[src/tftt_pkg.sv]
// shared types and constants for the touch frame trail tracker
package tftt_pkg;

    // trail and frame geometry
    localparam int TRAIL_LENGTH = 10;
    localparam int FRAME_LEN    = 7;
    localparam int BCNT_W       = $clog2(FRAME_LEN);

    localparam logic [7:0] FRAME_HEADER = 8'h68;
    localparam logic [7:0] TRAILER_BYTE = 8'hFF;

    // configuration registers
    localparam int DEADBAND_W = 8;
    localparam int TIMEOUT_W  = 20;
    localparam int CFG_DATA_W = 20;
    localparam int CFG_IDX_W  = 1;

    localparam logic [CFG_IDX_W-1:0] CFG_DEADBAND = 1'b0;
    localparam logic [CFG_IDX_W-1:0] CFG_TIMEOUT  = 1'b1;

    localparam logic [DEADBAND_W-1:0] DEADBAND_RESET = 8'd2;
    localparam logic [TIMEOUT_W-1:0]  TIMEOUT_RESET  = 20'd5000;

    // idle counter saturates just above the largest timeout, same compare result
    localparam int                IDLE_W   = TIMEOUT_W + 1;
    localparam logic [IDLE_W-1:0] IDLE_SAT = IDLE_W'(1) << TIMEOUT_W;

    // input command codes
    localparam logic [1:0] CMD_BYTE  = 2'd0;
    localparam logic [1:0] CMD_TICK  = 2'd1;
    localparam logic [1:0] CMD_CLEAR = 2'd2;

    // queue depths, powers of two
    localparam int OPQ_DEPTH  = 4;
    localparam int OPQ_AW     = $clog2(OPQ_DEPTH);
    localparam int RESQ_DEPTH = 4;
    localparam int RESQ_AW    = $clog2(RESQ_DEPTH);

    typedef enum logic [1:0] {
        ACT_ERASE = 2'd0,
        ACT_DRAW  = 2'd1,
        ACT_CLEAR = 2'd2
    } action_t;

    typedef enum logic [1:0] {
        OP_FRAME = 2'd0,
        OP_TICK  = 2'd1,
        OP_CLEAR = 2'd2
    } op_kind_t;

    // classified operation from front to back
    typedef struct packed {
        op_kind_t           kind;
        logic signed [15:0] x;
        logic signed [15:0] y;
    } op_t;

    // one result transaction
    typedef struct packed {
        action_t            action;
        logic signed [15:0] x;
        logic signed [15:0] y;
        logic               last;
    } res_t;

endpackage

[src/tftt_front.sv]
// front end: frame parser and command classifier
module tftt_front
    import tftt_pkg::*;
(
    input  logic        clk,
    input  logic        rst_n,
    input  logic        push,
    output logic        full,
    input  logic [1:0]  command,
    input  logic [7:0]  byte_value,
    output logic        op_push,
    output op_t         op_data,
    input  logic        op_full
);

    localparam logic [BCNT_W-1:0] LAST_IDX = BCNT_W'(FRAME_LEN - 1);

    logic              in_frame_reg, in_frame_next;
    logic [BCNT_W-1:0] byte_count_reg, byte_count_next;
    logic [7:0]        frame_bytes_reg [0:FRAME_LEN-2];
    logic              accept;
    logic              trailer_ok;

    assign full   = op_full;
    assign accept = push && !op_full;

    // last byte arrives live, the other two trailer bytes are stored
    assign trailer_ok = (frame_bytes_reg[4] == TRAILER_BYTE) &&
                        (frame_bytes_reg[5] == TRAILER_BYTE) &&
                        (byte_value == TRAILER_BYTE);

    // parser next state and operation push
    always_comb
    begin
        in_frame_next   = in_frame_reg;
        byte_count_next = byte_count_reg;
        op_push         = 1'b0;
        op_data.kind    = OP_TICK;
        op_data.x       = {frame_bytes_reg[1], frame_bytes_reg[0]};
        op_data.y       = {frame_bytes_reg[3], frame_bytes_reg[2]};
        if (accept)
        begin
            unique case (command)
                CMD_BYTE:
                begin
                    if (!in_frame_reg)
                    begin
                        if (byte_value == FRAME_HEADER)
                        begin
                            in_frame_next   = 1'b1;
                            byte_count_next = '0;
                        end
                    end
                    else if (byte_count_reg == LAST_IDX)
                    begin
                        in_frame_next   = 1'b0;
                        byte_count_next = '0;
                        op_push         = trailer_ok;
                        op_data.kind    = OP_FRAME;
                    end
                    else
                    begin
                        byte_count_next = byte_count_reg + BCNT_W'(1);
                    end
                end
                CMD_TICK:
                begin
                    op_push      = 1'b1;
                    op_data.kind = OP_TICK;
                end
                CMD_CLEAR:
                begin
                    in_frame_next   = 1'b0;
                    byte_count_next = '0;
                    op_push         = 1'b1;
                    op_data.kind    = OP_CLEAR;
                end
                default:
                begin
                end
            endcase
        end
    end

    // parser control state
    always_ff @(posedge clk or negedge rst_n)
    begin
        if (!rst_n)
        begin
            in_frame_reg   <= 1'b0;
            byte_count_reg <= '0;
        end
        else
        begin
            in_frame_reg   <= in_frame_next;
            byte_count_reg <= byte_count_next;
        end
    end

    // frame byte capture
    always_ff @(posedge clk)
    begin
        if (accept && command == CMD_BYTE && in_frame_reg && byte_count_reg != LAST_IDX)
        begin
            frame_bytes_reg[byte_count_reg] <= byte_value;
        end
    end

    // byte position stays inside the frame
    assert property (@(posedge clk) disable iff (!rst_n)
        byte_count_reg <= LAST_IDX)
        else $error("byte count past end of frame");

    // an idle parser sits at position zero
    assert property (@(posedge clk) disable iff (!rst_n)
        !in_frame_reg |-> byte_count_reg == '0)
        else $error("byte count nonzero outside a frame");

    // a clear request always leaves the parser waiting for a header
    assert property (@(posedge clk) disable iff (!rst_n)
        (accept && command == CMD_CLEAR) |=> !in_frame_reg)
        else $error("parser still in frame after clear");

endmodule

[src/tftt_opq.sv]
// operation queue between front and back
module tftt_opq
    import tftt_pkg::*;
(
    input  logic clk,
    input  logic rst_n,
    input  logic push,
    input  op_t  push_data,
    output logic full,
    input  logic pop,
    output op_t  pop_data,
    output logic empty
);

    op_t               mem [0:OPQ_DEPTH-1];
    logic [OPQ_AW-1:0] wr_ptr_reg, rd_ptr_reg;
    logic [OPQ_AW:0]   count_reg;
    logic              do_push, do_pop;

    assign full     = (count_reg == (OPQ_AW+1)'(OPQ_DEPTH));
    assign empty    = (count_reg == '0);
    assign do_push  = push && !full;
    assign do_pop   = pop && !empty;
    assign pop_data = mem[rd_ptr_reg];

    // pointers and fill count
    always_ff @(posedge clk or negedge rst_n)
    begin
        if (!rst_n)
        begin
            wr_ptr_reg <= '0;
            rd_ptr_reg <= '0;
            count_reg  <= '0;
        end
        else
        begin
            if (do_push)
            begin
                wr_ptr_reg <= wr_ptr_reg + OPQ_AW'(1);
            end
            if (do_pop)
            begin
                rd_ptr_reg <= rd_ptr_reg + OPQ_AW'(1);
            end
            count_reg <= count_reg + (OPQ_AW+1)'(do_push) - (OPQ_AW+1)'(do_pop);
        end
    end

    // storage
    always_ff @(posedge clk)
    begin
        if (do_push)
        begin
            mem[wr_ptr_reg] <= push_data;
        end
    end

    // fill count never passes the depth
    assert property (@(posedge clk) disable iff (!rst_n)
        count_reg <= (OPQ_AW+1)'(OPQ_DEPTH))
        else $error("operation queue overflow");

    // pointers and count agree
    assert property (@(posedge clk) disable iff (!rst_n)
        (wr_ptr_reg - rd_ptr_reg) == count_reg[OPQ_AW-1:0])
        else $error("operation queue pointers disagree with count");

    // an accepted push with no pop raises the count by one
    assert property (@(posedge clk) disable iff (!rst_n)
        (do_push && !do_pop) |=> count_reg == $past(count_reg) + (OPQ_AW+1)'(1))
        else $error("operation queue count lost a push");

endmodule

[src/tftt_back.sv]
// back end: trail, idle timer, configuration and result queue
module tftt_back
    import tftt_pkg::*;
(
    input  logic                  clk,
    input  logic                  rst_n,
    input  logic                  cfg_write,
    input  logic [CFG_IDX_W-1:0]  cfg_index,
    input  logic [CFG_DATA_W-1:0] cfg_data,
    input  logic                  op_empty,
    input  op_t                   op_data,
    output logic                  op_pop,
    output logic                  res_empty,
    input  logic                  res_pop,
    output res_t                  res_data
);

    localparam int CNT_W = RESQ_AW + 1;

    logic [DEADBAND_W-1:0]   deadband_reg;
    logic [TIMEOUT_W-1:0]    timeout_reg;
    logic [IDLE_W-1:0]       idle_reg, idle_next, idle_inc;
    logic                    drawn_reg, drawn_next;
    logic [TRAIL_LENGTH-1:0] valid_reg, valid_next;
    logic signed [15:0]      trail_x_reg [0:TRAIL_LENGTH-1];
    logic signed [15:0]      trail_y_reg [0:TRAIL_LENGTH-1];
    logic                    shift_en;

    res_t                    res_mem [0:RESQ_DEPTH-1];
    logic [RESQ_AW-1:0]      res_wr_reg, res_rd_reg;
    logic [CNT_W-1:0]        res_count_reg;
    logic [1:0]              n_res;
    res_t                    res0, res1;
    logic                    do_res_pop;

    logic signed [16:0]      dx, dy;
    logic [16:0]             abs_dx, abs_dy;
    logic                    take, timeout_hit;

    // take an operation only when two result slots are free
    assign op_pop     = !op_empty && (res_count_reg <= CNT_W'(RESQ_DEPTH - 2));
    assign res_empty  = (res_count_reg == '0);
    assign do_res_pop = res_pop && !res_empty;
    assign res_data   = res_mem[res_rd_reg];

    // movement test against newest trail point
    assign dx     = 17'(op_data.x) - 17'(trail_x_reg[TRAIL_LENGTH-1]);
    assign dy     = 17'(op_data.y) - 17'(trail_y_reg[TRAIL_LENGTH-1]);
    assign abs_dx = dx[16] ? 17'(-dx) : 17'(dx);
    assign abs_dy = dy[16] ? 17'(-dy) : 17'(dy);
    assign take   = !valid_reg[TRAIL_LENGTH-1] ||
                    (abs_dx > 17'(deadband_reg)) || (abs_dy > 17'(deadband_reg));

    // saturating idle count and timeout test
    assign idle_inc    = (idle_reg == IDLE_SAT) ? idle_reg : idle_reg + IDLE_W'(1);
    assign timeout_hit = drawn_reg && (idle_inc > IDLE_W'(timeout_reg));

    // operation execution
    always_comb
    begin
        valid_next = valid_reg;
        drawn_next = drawn_reg;
        idle_next  = idle_reg;
        shift_en   = 1'b0;
        n_res      = 2'd0;
        res0       = '{action: ACT_CLEAR, x: '0, y: '0, last: 1'b1};
        res1       = '{action: ACT_DRAW, x: op_data.x, y: op_data.y, last: 1'b1};
        if (op_pop)
        begin
            unique case (op_data.kind)
                OP_FRAME:
                begin
                    idle_next  = '0;
                    drawn_next = 1'b1;
                    if (take)
                    begin
                        shift_en   = 1'b1;
                        valid_next = {1'b1, valid_reg[TRAIL_LENGTH-1:1]};
                        if (valid_reg[0])
                        begin
                            res0  = '{action: ACT_ERASE, x: trail_x_reg[0],
                                      y: trail_y_reg[0], last: 1'b0};
                            n_res = 2'd2;
                        end
                        else
                        begin
                            res0  = res1;
                            n_res = 2'd1;
                        end
                    end
                end
                OP_TICK:
                begin
                    idle_next = idle_inc;
                    if (timeout_hit)
                    begin
                        drawn_next = 1'b0;
                        valid_next = '0;
                        n_res      = 2'd1;
                    end
                end
                OP_CLEAR:
                begin
                    drawn_next = 1'b0;
                    valid_next = '0;
                    n_res      = 2'd1;
                end
                default:
                begin
                end
            endcase
        end
    end

    // control state and configuration registers
    always_ff @(posedge clk or negedge rst_n)
    begin
        if (!rst_n)
        begin
            deadband_reg  <= DEADBAND_RESET;
            timeout_reg   <= TIMEOUT_RESET;
            idle_reg      <= '0;
            drawn_reg     <= 1'b0;
            valid_reg     <= '0;
            res_wr_reg    <= '0;
            res_rd_reg    <= '0;
            res_count_reg <= '0;
        end
        else
        begin
            if (cfg_write)
            begin
                unique case (cfg_index)
                    CFG_DEADBAND: deadband_reg <= cfg_data[DEADBAND_W-1:0];
                    CFG_TIMEOUT:  timeout_reg  <= cfg_data[TIMEOUT_W-1:0];
                    default:      deadband_reg <= deadband_reg;
                endcase
            end
            idle_reg      <= idle_next;
            drawn_reg     <= drawn_next;
            valid_reg     <= valid_next;
            res_wr_reg    <= res_wr_reg + RESQ_AW'(n_res);
            if (do_res_pop)
            begin
                res_rd_reg <= res_rd_reg + RESQ_AW'(1);
            end
            res_count_reg <= res_count_reg + CNT_W'(n_res) - CNT_W'(do_res_pop);
        end
    end

    // trail shift line, slot zero oldest
    always_ff @(posedge clk)
    begin
        if (shift_en)
        begin
            for (int i = 0; i < TRAIL_LENGTH - 1; i++)
            begin
                trail_x_reg[i] <= trail_x_reg[i+1];
                trail_y_reg[i] <= trail_y_reg[i+1];
            end
            trail_x_reg[TRAIL_LENGTH-1] <= op_data.x;
            trail_y_reg[TRAIL_LENGTH-1] <= op_data.y;
        end
    end

    // result queue storage, up to two writes per cycle
    always_ff @(posedge clk)
    begin
        if (n_res != 2'd0)
        begin
            res_mem[res_wr_reg] <= res0;
        end
        if (n_res == 2'd2)
        begin
            res_mem[res_wr_reg + RESQ_AW'(1)] <= res1;
        end
    end

    // result queue never overflows
    assert property (@(posedge clk) disable iff (!rst_n)
        res_count_reg <= CNT_W'(RESQ_DEPTH))
        else $error("result queue overflow");

    // a nonempty trail implies a drawn screen
    assert property (@(posedge clk) disable iff (!rst_n)
        (|valid_reg) |-> drawn_reg)
        else $error("trail holds points on a blank screen");

    // clear empties the trail and blanks the screen
    assert property (@(posedge clk) disable iff (!rst_n)
        (op_pop && op_data.kind == OP_CLEAR) |=> (valid_reg == '0 && !drawn_reg))
        else $error("clear left trail or screen state");

    // a good frame restarts the idle count and marks the screen drawn
    assert property (@(posedge clk) disable iff (!rst_n)
        (op_pop && op_data.kind == OP_FRAME) |=> (drawn_reg && idle_reg == '0))
        else $error("frame did not restart idle timer");

endmodule

[src/touch_frame_trail_tracker.sv]
// top level of the touch frame trail tracker
//
//   channel   direction  handshake            payload
//   input     in         push / full          command, byte_value
//   result    out        empty / pop          action, point_x, point_y, last
//   config    in         cfg_write            cfg_index, cfg_data
//
// one input transaction per cycle sustained while full is low; a byte is parsed in the cycle it is taken
// the back end executes one operation per cycle while two result slots are free, writing up to two results
// an operation is registered in the operation queue, and its results in the result queue, before they show up
// reset clears parser, trail valid bits, idle timer and both queues; no clearing pass
// full rises when the four-entry operation queue fills; results wait in a four-entry queue
module touch_frame_trail_tracker
    import tftt_pkg::*;
(
    input  logic                  clk,
    input  logic                  rst_n,
    input  logic                  push,
    output logic                  full,
    input  logic [1:0]            command,
    input  logic [7:0]            byte_value,
    output logic                  empty,
    input  logic                  pop,
    output logic [1:0]            action,
    output logic signed [15:0]    point_x,
    output logic signed [15:0]    point_y,
    output logic                  last,
    input  logic                  cfg_write,
    input  logic [CFG_IDX_W-1:0]  cfg_index,
    input  logic [CFG_DATA_W-1:0] cfg_data
);

    logic op_push, op_full, op_pop, op_empty;
    op_t  op_in, op_out;
    res_t res;

    // parser and classifier
    tftt_front u_front (
        .clk        (clk),
        .rst_n      (rst_n),
        .push       (push),
        .full       (full),
        .command    (command),
        .byte_value (byte_value),
        .op_push    (op_push),
        .op_data    (op_in),
        .op_full    (op_full)
    );

    // decoupling queue
    tftt_opq u_opq (
        .clk       (clk),
        .rst_n     (rst_n),
        .push      (op_push),
        .push_data (op_in),
        .full      (op_full),
        .pop       (op_pop),
        .pop_data  (op_out),
        .empty     (op_empty)
    );

    // trail execution and results
    tftt_back u_back (
        .clk       (clk),
        .rst_n     (rst_n),
        .cfg_write (cfg_write),
        .cfg_index (cfg_index),
        .cfg_data  (cfg_data),
        .op_empty  (op_empty),
        .op_data   (op_out),
        .op_pop    (op_pop),
        .res_empty (empty),
        .res_pop   (pop),
        .res_data  (res)
    );

    // result fields
    assign action  = res.action;
    assign point_x = res.x;
    assign point_y = res.y;
    assign last    = res.last;

endmodule
[config.mk]
export PLATFORM = sky130hd
export DESIGN_NAME = touch_frame_trail_tracker
export DESIGN_NICKNAME = d
export VERILOG_FILES = /design/src/tftt_pkg.sv /design/src/tftt_front.sv /design/src/tftt_opq.sv /design/src/tftt_back.sv /design/src/touch_frame_trail_tracker.sv
export SDC_FILE = /design/constraint.sdc
export NUM_CORES = 1
export LEC_CHECK = 0
export ABC_AREA = 1
export BUFFER_PORTS_ARGS = -buffer_cell sky130_fd_sc_hd__buf_2
export CAP_MARGIN = 20
export CORE_ASPECT_RATIO = 0.6
export CORE_UTILIZATION = 45
export CTS_BUF_LIST = sky130_fd_sc_hd__clkbuf_8
export CTS_CLUSTER_SIZE = 25
export DETAILED_ROUTE_END_ITERATION = 10
export GPL_TIMING_DRIVEN = 0
export PLACE_DENSITY_LB_ADDON = 0.12
export SLEW_MARGIN = 20
export SYNTH_ARGS = -nofsm -noshare
export SYNTH_HDL_FRONTEND = slang
export SYNTH_HIERARCHICAL = 1
export SYNTH_SLANG_ARGS = --single-unit
[constraint.sdc]
create_clock -name clk -period 19.9 [get_ports clk]
set_clock_uncertainty 0.05 [all_clocks]
set_input_delay 3.98 -clock clk [delete_from_list [all_inputs] [get_ports clk]]
set_output_delay 3.98 -clock clk [all_outputs]
set_load 0.02 [all_outputs]
==> metrics <==
Max Slew Vio Count 0; H-tree Lvls 3; Synth Area in Adders 3.696%; Mapped Area 32290 sq um; #FFs+latches synth 722; Root Driver clkbuf_8; Total Routing Usage GR 23.23%; critical path startpoint category flip-flop; status finished with violations; total gr overflow 0; violated checks DRC; Setup CP Type reg -> reg; CTS-repair resized insts 0; Power Density 172.0 nW/um^2; fin crit period 8.177 ns; first-pass GRT wire length 127800 um; core box area 70380 sq um; CTS Buffer Depth 3; CTS tree done; Clock Latency Late Sink 0.73 ns; Net count, final 3321; Core Rows 75; Syn Inst Count 2999; FMAX 122.3 MHz; number of setup violations in the final report 0; Crit path top cell by count nand2_1; Setup WS post-layout 11.72 ns; Port Buffers 72; largest family of logic cells by synthesized area simple AND/OR/NAND/NOR gates; cts hold-fix bufs 0; post-route setup TNS 0 ns; Ys Warns 6; DP HPWL 59350 um; die width 347.8 um; buffer count from post-CTS setup fixing 0; Critical Path AT 8.60 ns; dpl ws 11.87 ns; Max Cap Viol 0; DR WL/cell 19.99 um; IO Pins 73; Least-Margin Pin Slew 0.9782 ns; post-synthesis compound-gate area fraction 7.164%; vias in the first global route 21590; Max-slew headroom 34.55%; Max FO, Critical Path 20; Initial DRC Count 2611; CP Data Required Time 20.32 ns; routed vias 22570; R2R Setup Slk 11.72 ns; placer's final routability congestion estimate 0.9188; initial antenna violation count 6; Final Hold Slack 0.3378 ns; area growth from synthesis to layout 12.22%; vias per cell 5.363; peak supply drop 0.1013 mV; EDFF count, synth 632; CP endpoint kind flip-flop; Mean Syn Cell Area 10.77 sq um; crit share post-route 41.09%; RSZ-0062 raised after global routing no; simple-gate portion of the synthesized area 16.64%; Chip Height 209.5 um; fillers 6346; utilization after layout 51.49%; Post-DRT Antenna Nets 0; die area 72870 sq um; largest net degree at the start of global routing 118; crit path from u_opq/rd_ptr_reg[0]$_DFFE_PN0P_; synth unique cells 50; CTS sink count 722; crit-path max cell delay 0.57 ns; sequential share of the synthesized area 65.58%; post-synthesis xor/xnor area fraction 0.9997%; min-delay src u_back/trail_x_reg[4][6]$_DFFE_PP_; mux contribution to synthesized area 0%; layout cells sized above 1 10.45%; Final Hold Fails 0; final wirelength 84120 um; Pleak 14.61 nW; Syn Nets 3128; min-delay worst type reg -> reg; drt pass-1 iters 9; ys flop type edfxtp_1; DR DRC count 2; Crit-path slowest cell nand2_2; Worst-path clk slew 0.07 ns; Initial Util 45.88%; CTS buffer count 106; async set-reset flop share out of synthesis 10.80%; Worst R2R Start u_opq/rd_ptr_reg[0]$_DFFE_PN0P_
## critical path: cells and delay by family (launching register included)
family,cells,cell delay (ns)
AO/OA/AOI/OAI,2,0.32
XOR/XNOR,1,0.13
buffers and inverters,8,2.20
adder cells (fa/ha/maj),3,1.09
flip-flops,1,0.48
AND/OR/NAND/NOR,28,3.64
## metal layers
layer  vias to the layer above  part of all wire [%]  track usage (%)
met2                       926                    41            32.68
met3                       153                   8.1            3.997
met1                     10870                    49            36.74
met4                         2                   2.0            6.243
met5                         -                 0.015                0
li1                      10620                     -                -
## area by class of cell
type                            instances  area [sq um]  area share, %
Tap cell                              924          1156          3.190
Buffer                                113         614.3          1.695
Clock buffer                          118          1624          4.481
Timing Repair Buffer                   85         683.2          1.885
Inverter                              345          1305          3.601
Antenna cell                            1         2.502       0.006905
Clock inverter                         81         434.2          1.198
Multi-Input combinational cell       1819          9243          25.50
Sequential cell                       722         21180          58.44
## synth_stat cells, types with 7 or more instances
cell      instances  share of area, %
buf_1             7             0.081
ha_1             89               3.4
o21ai_1          26              0.40
dfrtp_1          72               5.6
buf_6            14              0.49
buf_2            20              0.31
o22ai_1          59               1.1
nand4_1          25              0.48
o21ai_0         213               3.3
nand2_2          13              0.25
nand2_1         596               6.9
clkbuf_1         56              0.65
nand3b_1         14              0.33
inv_1           336               3.9
nor2_1          316               3.7
a21oi_1         129               2.0
edfxtp_1        632                59
nand3_1         238               3.7
nand3_2           7              0.22
nor2_2           10              0.19
xor2_1           29              0.79
buf_4            16              0.37
nor3_1            9              0.14
dfxtp_1          12              0.74
## power breakdown
group | internal (mW) | total [mW] | switching, mW
registers | 2.07 | 2.18 | 0.111
clock network | 0.585 | 1.16 | 0.574
logic | 0.823 | 2.90 | 2.07
total | 3.47 | 6.23 | 2.76
## logic make-up after synthesis
kind of cell,count (synthesis)
buf+inv,458
simple gates,1251
flops,722
xor+xnor,36
compound gates,439
fa+ha+maj,93
## metrics by stage
| stage | instance area, sq um | std cells | total power [mW] |
|---|---|---|---|
| finish | 36240 | 4208 | 6.234 |
| global route | 36240 | 4207 | 6.679 |
| CTS | 36240 | 4207 | 6.237 |
| detailed placement | 34180 | 4008 | 5.052 |
| global placement | 33810 | 3995 | 5.062 |
| floorplan | 32290 | 2999 | 4.160 |
## cells in the final DEF, fill, tap and decap left out, drive strengths merged
cell type  instances
a21boi             2
and2               2
fa                 4
a21oi            131
edfxtp           632
or2                2
a21o               1
clkinv            38
nor3b              1
clkbuf           174
xnor2              6
nor2             330
o21bai             5
o211ai             1
xor2              30
o22ai             59
nor3               9
nand3            248
or4                1
inv              382
dfrtp             72
ha                89
a31oi              1
nand2            613
diode              1
bufinv             3
buf              142
o21ai            239
dfstp              6
nand4             25
clkinvlp           3
nand3b            14
dfxtp             12
nor4               6
## path summary, 6_finish.rpt
path	end	depth (start not counted)
min in group asynchronous	u_back/idle_reg[8]$_DFFE_PN0P_	1
hold / removal	u_back/trail_x_reg[3][6]$_DFFE_PP_	0
max in group asynchronous	u_back/res_count_reg[2]$_DFF_PN0_	2
setup / recovery	u_back/res_mem[3][10]$_DFFE_PP_	42
hold reg to reg	u_back/trail_x_reg[3][6]$_DFFE_PP_	0
setup reg to reg	u_back/res_mem[3][10]$_DFFE_PP_	42
No activity file was read; power rests on OpenSTA's default activity.
